**src/hdl/occ_bayes_pkg.sv**
```systemverilog
// ----------------------------------------------------------------------------
// occ_bayes_pkg
// Shared types and constants of the occupancy cell update pipeline.
// ----------------------------------------------------------------------------
package occ_bayes_pkg;

  localparam int unsigned ByteW  = 8;
  localparam int unsigned RatioW = 16;
  localparam int unsigned IdxW   = 3;

  // register indexes on the configuration channel
  localparam logic [IdxW-1:0] REG_P_OCC_GIVEN_OCC = 3'd0;
  localparam logic [IdxW-1:0] REG_P_OCC_TO_FREE   = 3'd1;
  localparam logic [IdxW-1:0] REG_P_FREE_TO_FREE  = 3'd2;
  localparam logic [IdxW-1:0] REG_P_FREE_TO_OCC   = 3'd3;
  localparam logic [IdxW-1:0] REG_UNKNOWN_RATIO   = 3'd4;
  localparam logic [IdxW-1:0] REG_CODE_OCCUPIED   = 3'd5;
  localparam logic [IdxW-1:0] REG_CODE_FREE       = 3'd6;
  localparam logic [IdxW-1:0] REG_CODE_UNKNOWN    = 3'd7;

  localparam logic [ByteW-1:0] BYTE_MAX  = 8'd255;
  localparam logic [ByteW-1:0] POST_MIN  = 8'd1;
  localparam logic [ByteW-1:0] POST_MAX  = 8'd254;
  // 0.5 * 255 * 256, offset of the unknown relaxation numerator
  localparam int unsigned      HALF_OFS  = 32640;
  localparam int unsigned      RATIO_ONE = 256;

  typedef struct packed {
    logic [ByteW-1:0] occ;
    logic [ByteW-1:0] free;
    logic [ByteW-1:0] unk;
  } codes_t;

  typedef enum logic [1:0] {
    KIND_BAYES   = 2'd0,
    KIND_UNKNOWN = 2'd1,
    KIND_OTHER   = 2'd2
  } kind_e;

endpackage

```
**src/hdl/occ_bayes_cfg.sv**
```systemverilog
// ----------------------------------------------------------------------------
// occ_bayes_cfg
// Configuration register file: probabilities, relaxation ratio and codes.
// ----------------------------------------------------------------------------
module occ_bayes_cfg import occ_bayes_pkg::*; #(
  parameter int unsigned PROB_FRAC_BITS = 16,
  parameter int unsigned CfgW           = 17
) (
  input  logic                     clk_i,
  input  logic                     rst_ni,
  input  logic                     cfg_valid_i,
  output logic                     cfg_ready_o,
  input  logic [IdxW-1:0]          cfg_index_i,
  input  logic [CfgW-1:0]          cfg_data_i,
  output logic [PROB_FRAC_BITS:0]  p_occ_given_occ_o,
  output logic [PROB_FRAC_BITS:0]  p_occ_to_free_o,
  output logic [PROB_FRAC_BITS:0]  p_free_to_free_o,
  output logic [PROB_FRAC_BITS:0]  p_free_to_occ_o,
  output logic [RatioW-1:0]        unknown_ratio_o,
  output codes_t                   codes_o
);

  localparam int unsigned PW = PROB_FRAC_BITS + 1;
  // reset probabilities are given in Q0.16 and rescaled to the fraction width
  localparam logic [PW-1:0] RstPoo = PW'((64'd62259 << PROB_FRAC_BITS) >> 16);
  localparam logic [PW-1:0] RstPof = PW'((64'd3277  << PROB_FRAC_BITS) >> 16);
  localparam logic [PW-1:0] RstPff = PW'((64'd39322 << PROB_FRAC_BITS) >> 16);
  localparam logic [PW-1:0] RstPfo = PW'((64'd26214 << PROB_FRAC_BITS) >> 16);

  logic [PW-1:0]     poo_q, pof_q, pff_q, pfo_q;
  logic [RatioW-1:0] ratio_q;
  codes_t            codes_q;
  logic              wr;

  assign cfg_ready_o = 1'b1;
  assign wr          = cfg_valid_i & cfg_ready_o;

  always_ff @(posedge clk_i or negedge rst_ni) begin
    if (!rst_ni) begin
      poo_q        <= RstPoo;
      pof_q        <= RstPof;
      pff_q        <= RstPff;
      pfo_q        <= RstPfo;
      ratio_q      <= RatioW'(2560);
      codes_q.occ  <= 8'd255;
      codes_q.free <= 8'd0;
      codes_q.unk  <= 8'd128;
    end else if (wr) begin
      unique case (cfg_index_i)
        REG_P_OCC_GIVEN_OCC: poo_q        <= PW'(cfg_data_i);
        REG_P_OCC_TO_FREE:   pof_q        <= PW'(cfg_data_i);
        REG_P_FREE_TO_FREE:  pff_q        <= PW'(cfg_data_i);
        REG_P_FREE_TO_OCC:   pfo_q        <= PW'(cfg_data_i);
        REG_UNKNOWN_RATIO:   ratio_q      <= cfg_data_i[RatioW-1:0];
        REG_CODE_OCCUPIED:   codes_q.occ  <= cfg_data_i[ByteW-1:0];
        REG_CODE_FREE:       codes_q.free <= cfg_data_i[ByteW-1:0];
        REG_CODE_UNKNOWN:    codes_q.unk  <= cfg_data_i[ByteW-1:0];
        default: ;
      endcase
    end
  end

  assign p_occ_given_occ_o = poo_q;
  assign p_occ_to_free_o   = pof_q;
  assign p_free_to_free_o  = pff_q;
  assign p_free_to_occ_o   = pfo_q;
  assign unknown_ratio_o   = ratio_q;
  assign codes_o           = codes_q;

endmodule

```
**src/hdl/occ_bayes_front.sv**
```systemverilog
// ----------------------------------------------------------------------------
// occ_bayes_front
// Two pipeline stages: code decode and products, then dividend and divisor.
// ----------------------------------------------------------------------------
module occ_bayes_front import occ_bayes_pkg::*; #(
  parameter int unsigned PROB_FRAC_BITS = 16,
  parameter int unsigned DW             = 25,
  parameter int unsigned NW             = 33
) (
  input  logic                     clk_i,
  input  logic                     rst_ni,
  input  logic                     in_valid_i,
  output logic                     in_ready_o,
  input  logic [ByteW-1:0]         meas_i,
  input  logic [ByteW-1:0]         prior_i,
  input  logic [PROB_FRAC_BITS:0]  p_occ_given_occ_i,
  input  logic [PROB_FRAC_BITS:0]  p_occ_to_free_i,
  input  logic [PROB_FRAC_BITS:0]  p_free_to_free_i,
  input  logic [PROB_FRAC_BITS:0]  p_free_to_occ_i,
  input  logic [RatioW-1:0]        unknown_ratio_i,
  input  codes_t                   codes_i,
  output logic                     out_valid_o,
  input  logic                     out_ready_i,
  output logic [NW-1:0]            dividend_o,
  output logic [DW-1:0]            divisor_o,
  output logic                     force_one_o
);

  localparam int unsigned PW  = PROB_FRAC_BITS + 1;
  localparam int unsigned AW  = (PW > RatioW) ? PW : RatioW;
  localparam int unsigned MW  = AW + ByteW;
  localparam logic [PW-1:0] ProbOne = PW'(1) << PROB_FRAC_BITS;

  function automatic logic [PW-1:0] sat_prob(input logic [PW-1:0] p);
    return (p > ProbOne) ? ProbOne : p;
  endfunction

  // stage A: decode and multiply
  kind_e          kind_d, kind_q;
  logic [AW-1:0]  op_a, op_b;
  logic [MW-1:0]  prod_a_d, prod_a_q, prod_b_d, prod_b_q;
  logic           va_q, ready_a;

  // stage B: dividend and divisor
  logic [NW-1:0]  num_w, den_w, n_d, n_q, num_u, den_u;
  logic [DW-1:0]  d_d, d_q;
  logic           one_d, one_q;
  logic           vb_q, ready_b;

  // codes are tested in order: occupied, free, unknown
  always_comb begin
    if (meas_i == codes_i.occ) begin
      kind_d = KIND_BAYES;
      op_a   = AW'(sat_prob(p_occ_given_occ_i));
      op_b   = AW'(sat_prob(p_occ_to_free_i));
    end else if (meas_i == codes_i.free) begin
      kind_d = KIND_BAYES;
      op_a   = AW'(ProbOne - sat_prob(p_free_to_free_i));
      op_b   = AW'(ProbOne - sat_prob(p_free_to_occ_i));
    end else if (meas_i == codes_i.unk) begin
      kind_d = KIND_UNKNOWN;
      op_a   = AW'(unknown_ratio_i);
      op_b   = '0;
    end else begin
      kind_d = KIND_OTHER;
      op_a   = '0;
      op_b   = '0;
    end
  end

  assign prod_a_d = MW'(op_a) * MW'(prior_i);
  assign prod_b_d = MW'(op_b) * MW'(BYTE_MAX - prior_i);

  assign ready_b    = !vb_q || out_ready_i;
  assign ready_a    = !va_q || ready_b;
  assign in_ready_o = ready_a;

  always_ff @(posedge clk_i or negedge rst_ni) begin
    if (!rst_ni) begin
      va_q <= 1'b0;
      vb_q <= 1'b0;
    end else begin
      if (ready_a) va_q <= in_valid_i;
      if (ready_b) vb_q <= va_q;
    end
  end

  always_ff @(posedge clk_i) begin
    if (ready_a && in_valid_i) begin
      kind_q   <= kind_d;
      prod_a_q <= prod_a_d;
      prod_b_q <= prod_b_d;
    end
    if (ready_b && va_q) begin
      n_q   <= n_d;
      d_q   <= d_d;
      one_q <= one_d;
    end
  end

  // bayes: N = 510*num + den, D = 2*den
  // unknown: N = 2*(o*v + 32640) + (256 + v), D = 2*(256 + v)
  assign num_w = NW'(prod_a_q);
  assign den_w = num_w + NW'(prod_b_q);
  assign num_u = NW'(prod_a_q) + NW'(HALF_OFS);
  assign den_u = NW'(unknown_ratio_i) + NW'(RATIO_ONE);

  always_comb begin
    unique case (kind_q)
      KIND_BAYES: begin
        n_d   = (num_w << 9) - (num_w << 1) + den_w;
        d_d   = DW'(den_w << 1);
        one_d = (den_w == '0);
      end
      KIND_UNKNOWN: begin
        n_d   = (num_u << 1) + den_u;
        d_d   = DW'(den_u << 1);
        one_d = 1'b0;
      end
      default: begin
        n_d   = '0;
        d_d   = '0;
        one_d = 1'b1;
      end
    endcase
  end

  assign out_valid_o = vb_q;
  assign dividend_o  = n_q;
  assign divisor_o   = d_q;
  assign force_one_o = one_q;

endmodule

```
**src/hdl/occ_bayes_div.sv**
```systemverilog
// ----------------------------------------------------------------------------
// occ_bayes_div
// One stage of the restoring divider: two quotient bits per stage.
// ----------------------------------------------------------------------------
module occ_bayes_div import occ_bayes_pkg::*; #(
  parameter int unsigned DW    = 25,
  parameter int unsigned NW    = 33,
  parameter int unsigned HI    = 7,
  parameter bit          FINAL = 1'b0
) (
  input  logic              clk_i,
  input  logic              rst_ni,
  input  logic              in_valid_i,
  output logic              in_ready_o,
  input  logic [NW-1:0]     rem_i,
  input  logic [DW-1:0]     div_i,
  input  logic [ByteW-1:0]  quo_i,
  input  logic              force_one_i,
  output logic              out_valid_o,
  input  logic              out_ready_i,
  output logic [NW-1:0]     rem_o,
  output logic [DW-1:0]     div_o,
  output logic [ByteW-1:0]  quo_o,
  output logic              force_one_o
);

  localparam int unsigned LO = HI - 1;

  logic [NW-1:0]    sh_hi, sh_lo, rem_m, rem_d, rem_q;
  logic [ByteW-1:0] quo_m, quo_r, quo_d, quo_q;
  logic [DW-1:0]    div_q;
  logic             one_q, v_q, ready;

  assign sh_hi = NW'(div_i) << HI;
  assign sh_lo = NW'(div_i) << LO;

  always_comb begin
    rem_m = rem_i;
    quo_m = quo_i;
    if (rem_i >= sh_hi) begin
      rem_m = rem_i - sh_hi;
      quo_m = quo_i | (ByteW'(1) << HI);
    end
    rem_d = rem_m;
    quo_r = quo_m;
    if (rem_m >= sh_lo) begin
      rem_d = rem_m - sh_lo;
      quo_r = quo_m | (ByteW'(1) << LO);
    end
  end

  // last stage folds in the clamp to 1..254 and the forced result
  always_comb begin
    quo_d = quo_r;
    if (FINAL) begin
      priority if (force_one_i)          quo_d = POST_MIN;
      else if (quo_r < POST_MIN)         quo_d = POST_MIN;
      else if (quo_r > POST_MAX)         quo_d = POST_MAX;
      else                               quo_d = quo_r;
    end
  end

  assign ready      = !v_q || out_ready_i;
  assign in_ready_o = ready;

  always_ff @(posedge clk_i or negedge rst_ni) begin
    if (!rst_ni) begin
      v_q <= 1'b0;
    end else if (ready) begin
      v_q <= in_valid_i;
    end
  end

  always_ff @(posedge clk_i) begin
    if (ready && in_valid_i) begin
      rem_q <= rem_d;
      div_q <= div_i;
      quo_q <= quo_d;
      one_q <= force_one_i;
    end
  end

  assign out_valid_o = v_q;
  assign rem_o       = rem_q;
  assign div_o       = div_q;
  assign quo_o       = quo_q;
  assign force_one_o = one_q;

endmodule

```
**src/hdl/occupancy_bayes_cell_update_top.sv**
```systemverilog
// ----------------------------------------------------------------------------
// occupancy_bayes_cell_update_top
// Binary Bayes occupancy update of one grid cell per transaction.
// ----------------------------------------------------------------------------
// Pipeline: 2 front stages, then 4 divider stages of two quotient bits each.
// Throughput: one cell per cycle; the pipeline stalls only on output tready.
// Reset clears every valid bit and loads the register reset values.
// ----------------------------------------------------------------------------
module occupancy_bayes_cell_update_top import occ_bayes_pkg::*; #(
  parameter int unsigned PROB_FRAC_BITS = 16
) (
  input  logic                  clk_i,
  input  logic                  rst_ni,
  // tdata: [7:0] measured_cost, [15:8] prior_occupancy
  input  logic                  s_axis_tvalid,
  output logic                  s_axis_tready,
  input  logic [15:0]           s_axis_tdata,
  // tdata: [7:0] posterior_occupancy
  output logic                  m_axis_tvalid,
  input  logic                  m_axis_tready,
  output logic [7:0]            m_axis_tdata,
  input  logic                  cfg_valid_i,
  output logic                  cfg_ready_o,
  input  logic [IdxW-1:0]       cfg_index_i,
  input  logic [((PROB_FRAC_BITS + 1 > RatioW) ? PROB_FRAC_BITS + 1 : RatioW) - 1:0]
                                cfg_data_i
);

  localparam int unsigned CfgW   = (PROB_FRAC_BITS + 1 > RatioW) ?
                                   PROB_FRAC_BITS + 1 : RatioW;
  localparam int unsigned DW     = (PROB_FRAC_BITS + 9 > 18) ? PROB_FRAC_BITS + 9 : 18;
  localparam int unsigned NW     = DW + ByteW;
  localparam int unsigned NStage = ByteW / 2;

  logic [PROB_FRAC_BITS:0] poo, pof, pff, pfo;
  logic [RatioW-1:0]       ratio;
  codes_t                  codes;

  logic [NStage:0]         vld, rdy, one;
  logic [NW-1:0]           rem   [NStage+1];
  logic [DW-1:0]           dvs   [NStage+1];
  logic [ByteW-1:0]        quo   [NStage+1];

  occ_bayes_cfg #(
    .PROB_FRAC_BITS (PROB_FRAC_BITS),
    .CfgW           (CfgW)
  ) u_cfg (
    .clk_i             (clk_i),
    .rst_ni            (rst_ni),
    .cfg_valid_i       (cfg_valid_i),
    .cfg_ready_o       (cfg_ready_o),
    .cfg_index_i       (cfg_index_i),
    .cfg_data_i        (cfg_data_i),
    .p_occ_given_occ_o (poo),
    .p_occ_to_free_o   (pof),
    .p_free_to_free_o  (pff),
    .p_free_to_occ_o   (pfo),
    .unknown_ratio_o   (ratio),
    .codes_o           (codes)
  );

  occ_bayes_front #(
    .PROB_FRAC_BITS (PROB_FRAC_BITS),
    .DW             (DW),
    .NW             (NW)
  ) u_front (
    .clk_i             (clk_i),
    .rst_ni            (rst_ni),
    .in_valid_i        (s_axis_tvalid),
    .in_ready_o        (s_axis_tready),
    .meas_i            (s_axis_tdata[7:0]),
    .prior_i           (s_axis_tdata[15:8]),
    .p_occ_given_occ_i (poo),
    .p_occ_to_free_i   (pof),
    .p_free_to_free_i  (pff),
    .p_free_to_occ_i   (pfo),
    .unknown_ratio_i   (ratio),
    .codes_i           (codes),
    .out_valid_o       (vld[0]),
    .out_ready_i       (rdy[0]),
    .dividend_o        (rem[0]),
    .divisor_o         (dvs[0]),
    .force_one_o       (one[0])
  );

  assign quo[0] = '0;

  for (genvar g = 0; g < NStage; g++) begin : g_div
    occ_bayes_div #(
      .DW    (DW),
      .NW    (NW),
      .HI    (ByteW - 1 - 2 * g),
      .FINAL (g == NStage - 1)
    ) u_div (
      .clk_i       (clk_i),
      .rst_ni      (rst_ni),
      .in_valid_i  (vld[g]),
      .in_ready_o  (rdy[g]),
      .rem_i       (rem[g]),
      .div_i       (dvs[g]),
      .quo_i       (quo[g]),
      .force_one_i (one[g]),
      .out_valid_o (vld[g+1]),
      .out_ready_i (rdy[g+1]),
      .rem_o       (rem[g+1]),
      .div_o       (dvs[g+1]),
      .quo_o       (quo[g+1]),
      .force_one_o (one[g+1])
    );
  end

  assign rdy[NStage]   = m_axis_tready;
  assign m_axis_tvalid = vld[NStage];
  assign m_axis_tdata  = quo[NStage];

endmodule
```
**config.mk**
```make
export PLATFORM = sky130hd
export DESIGN_NAME = occupancy_bayes_cell_update_top
export DESIGN_NICKNAME = d
export VERILOG_FILES = /design/src/hdl/occ_bayes_pkg.sv /design/src/hdl/occ_bayes_cfg.sv /design/src/hdl/occ_bayes_front.sv /design/src/hdl/occ_bayes_div.sv /design/src/hdl/occupancy_bayes_cell_update_top.sv
export SDC_FILE = /design/constraint.sdc
export NUM_CORES = 2
export LEC_CHECK = 0
export ABC_AREA = 0
export BUFFER_PORTS_ARGS = -buffer_cell sky130_fd_sc_hd__buf_2
export CAP_MARGIN = 20
export CORE_MARGIN = 2
export CORE_UTILIZATION = 39
export DETAILED_ROUTE_END_ITERATION = 12
export PLACE_DENSITY_LB_ADDON = 0.08
export SLEW_MARGIN = 20
export SYNTH_ARGS = -nofsm -noshare
export SYNTH_HDL_FRONTEND = slang
export SYNTH_SLANG_ARGS = --single-unit
```
**constraint.sdc**
```tcl
create_clock -name clk_i -period 7.9 [get_ports clk_i]
set_clock_uncertainty 0.05 [all_clocks]
set_input_delay 0.79 -clock clk_i [delete_from_list [all_inputs] [get_ports clk_i]]
set_output_delay 0.79 -clock clk_i [all_outputs]
set_load 0.1 [all_outputs]
```
==> results.toml <==
[power]
p_switching_mw = 7.59
cell_internal_pwr_mw = 9.46
clock_power_share_pct = 13.5
p_leak_nw = 20.2
design_power_total_mw = 17.0
p_seq_share_pct = 22.4
power.share.switching_pct = 44.5
cellPowerDensity_nw_per_um2 = 375
comb_power_share_pct = 64.1
power.ir.vdd_worst_mv = 0.232

[sta]
timing.max_slew.rel_slack_pct = 27.4
final_max_slew_viol_count = 0
max_slew.worst_pin.slew_ns = 1.09
final.period_utilization_pct = 95.1
maxClockFrequency_mhz = 133
final-setup-viol-count = 0
final_period_minus_worst_setup_slack_ns = 7.51
timing.final.hold_violations = 0

[cts]
cts-root-buf = "sky130_fd_sc_hd__clkbuf_16"
clk-insertion-delay-late_ns = 0.62
hold_buffers = 0
cts_num_sinks = 414
cts_htree_levels = 2
cts.path.max_buffers = 3
cts.clk_slew.worst_paths_ns = 0.06
cts_tree = "yes"
tritoncts.num_buffers = 49

[synthesis]
synth_top_area_share_pct = 22.0
synth.cell_area_um2 = 41000
yosys.cell_types.count = 98
synthMostInstantiatedCell = "sky130_fd_sc_hd__inv_1"
synth-seq-area-share_pct = 29.0
synthesis.yosys.warnings = 0
syn-num-nets = 5012
postSynth.topFlopCell = "sky130_fd_sc_hd__edfxtp_1"
synth-async-reset-ratio_pct = 27.5
synthCells = 4341
number_of_enable_flip_flop_cells_after_synthesis = 300
synth_common_cells = "sky130_fd_sc_hd__inv_1 (462), sky130_fd_sc_hd__ha_1 (424), sky130_fd_sc_hd__nor2_1 (336)"
ys_ff_latch = 414
synthesis.area_per_instance_um2 = 9.45
synth.area.top_cells = "sky130_fd_sc_hd__edfxtp_1 (22%), sky130_fd_sc_hd__ha_1 (13%), sky130_fd_sc_hd__fa_1 (10%), sky130_fd_sc_hd__xnor2_1 (4.6%), sky130_fd_sc_hd__mux2_2 (4.3%)"
yosysTopAreaCell = "sky130_fd_sc_hd__edfxtp_1"

[placed_design]
gpl.final_weighted_congestion = 0.873
dp_hpwl_um = 97700
post_dp_cell_area_um2 = 43700
io_buffers = 50

[setup_path]
slowest_stage = "sky130_fd_sc_hd__or4_4"
critPathKind = "reg2reg"
crit_path_frequent_cell = "sky130_fd_sc_hd__buf_4"
worst_ep_required_time_ns = 8.20
cp.arrival_ns = 7.81
timing.critical_path.from_type = "flop"
critical_path_s_largest_stage_delay_ns = 0.56
critical_path.max_fanout = 6
endpoint_kind = "flop"

[grt]
gr-total-overflow = 0
first_global_vias = 32200
grt_pass1_wl_um = 188000
antenna_found_initial = 5
grt_start_max_net_pins = 66
track_usage_pct = 22.3

[outcome]
outcome = "finished, final reports clean"

[die]
die_height_um = 328
initial_core_util_pct = 39.5
core-area_um2 = 104000
die_area_um2 = 108000
die_w_um = 328
num_io_pins = 52
floorplan.rows = 118

[drt]
drt-vias-per-instance = 5.37
drt_drc_violations_left = 0
num_vias = 31700
first_pass_iters = 5
post_drt_wl_per_cell_um = 20.2
drt_first_iter_violations = 1765
detail_route.wirelength_um = 119000
ant_nets = 0

[worst_hold_path]
hold_path_class = "in2async"

[layout]
postLayoutCellArea_um2 = 45500
finalNetCount = 5154
areaGrowthSynthToFinish_pct = 10.9
drive_gt1_share_pct = 13.2
nFillCells = 10300
antenna_cells_inserted = 0

[run]
max_cap_viol_count = 0
-- repair_timing --
item	4_1_cts	5_1_grt
setup buffers	0	14
hold endpoints to repair	0	0
resized for setup	4	28
setup endpoints to repair	2	11
pin swaps	0	11
-- metrics by stage --
stage                     utilization [%]  hold slack (ns)  TNS [ns]  std cells  setup WS (ns)
after floorplan                         -            0.350         0       4341         0.0683
after global placement               42.0            0.354         0       5797        0.00466
after detailed placement             42.0            0.355    -0.144       5798         -0.142
after CTS                            43.6            0.207         0       5890         0.0409
after global routing                 43.8            0.253  -0.00723       5904       -0.00723
final                                43.8            0.213         0       5904          0.385
-- placed cells by master (no fill, tap or decap), drive strengths merged, types with 44 or more instances in the layout --
cell / count
xor2: 92
o21ai: 210
nand3: 93
clkbuf: 61
and2: 105
nor2b: 71
buf: 190
nand2b: 66
ha: 424
nand4: 50
inv: 469
fa: 206
mux2: 181
nor3: 77
xnor2: 215
dfstp: 44
nand2: 281
nor2: 336
dfrtp: 70
edfxtp: 300
a21o: 108
a21oi: 292
-- worst paths after layout --
kind,slack [ns],start,cells after the start,to
worst max register to register,0.39,u_cfg.p_free_to_free_o[2],30,u_front.prod_a_q[24]
max in group asynchronous,6.33,rst_ni,2,u_cfg.p_free_to_free_o[6]
worst max-delay path,0.39,u_cfg.p_free_to_free_o[2],30,u_front.prod_a_q[24]
worst min-delay path,0.21,rst_ni,1,u_cfg.p_occ_to_free_o[8]
worst min register to register,0.37,g_div[1].u_div.quo_o[7],0,g_div[2].u_div.quo_o[7]
min in group clk_i,0.37,g_div[1].u_div.quo_o[7],0,g_div[2].u_div.quo_o[7]
-- state kept, by name, indices dropped and copies added (netlist names), 20 cells and up --
| signal | flops |
|---|---|
| g_div.u_div.div_o | 69 |
| g_div.u_div.quo_o | 20 |
| g_div.u_div.rem_o | 99 |
| u_cfg.codes_o | 24 |
| u_front.dividend_o | 33 |
| u_front.divisor_o | 23 |
| u_front.prod_a_q | 25 |
| u_front.prod_b_q | 25 |
-- power groups by stage --
stage / sequential [mW] / combinational [mW] / clock (mW)
floorplan: 3.65 / 8.33 / 0
finish: 3.82 / 10.9 / 2.29
global placement: 3.86 / 10.8 / 0
global route: 3.88 / 12.1 / 2.45
detailed placement: 3.86 / 10.8 / 0
CTS: 3.82 / 10.9 / 2.37
-- cell families (layout without fill, tap and decap cells) --
kind of cell | count (synthesis) | count (layout) | share of synthesized area, %
AOI/OAI and AO/OA | 956 | 956 | 15.1
DFF | 414 | 414 | 29.0
and+or+nand+nor | 1263 | 1263 | 15.4
buffers and inverters | 565 | 748 | 5.25
adders and majority gates | 630 | 630 | 23.0
xor gates and xnor gates | 307 | 307 | 6.60
other | 1 | 1 | 0.00914
muxes | 205 | 205 | 5.72
-- layout make-up --
type / count / area (um2) / share of cell area (%)
multi-input cells: 3362 / 27100 / 59.6
flip-flops and latches: 414 / 11900 / 26.2
inverters: 466 / 1750 / 3.85
well taps: 1380 / 1730 / 3.79
repair buffers: 190 / 1350 / 2.97
clock buffers: 61 / 1320 / 2.90
clock inverters: 31 / 320 / 0.704
-- worst max-delay path, delay by kind of cell (launching register included) --
kind            cells  cell delay [ns]
fa+ha+maj           5             2.21
simple gates        5             1.46
compound gates     11             2.03
buf+inv             8             0.99
flops               1             0.38
xor+xnor            1             0.11
-- per-layer routing --
metal  GRT usage [%]  wire, um
met5               0         0
met2            40.6     60200
met4            5.99      3290
met3            1.88      3730
met1            28.2     52000
(Power assumes the default switching activity.)
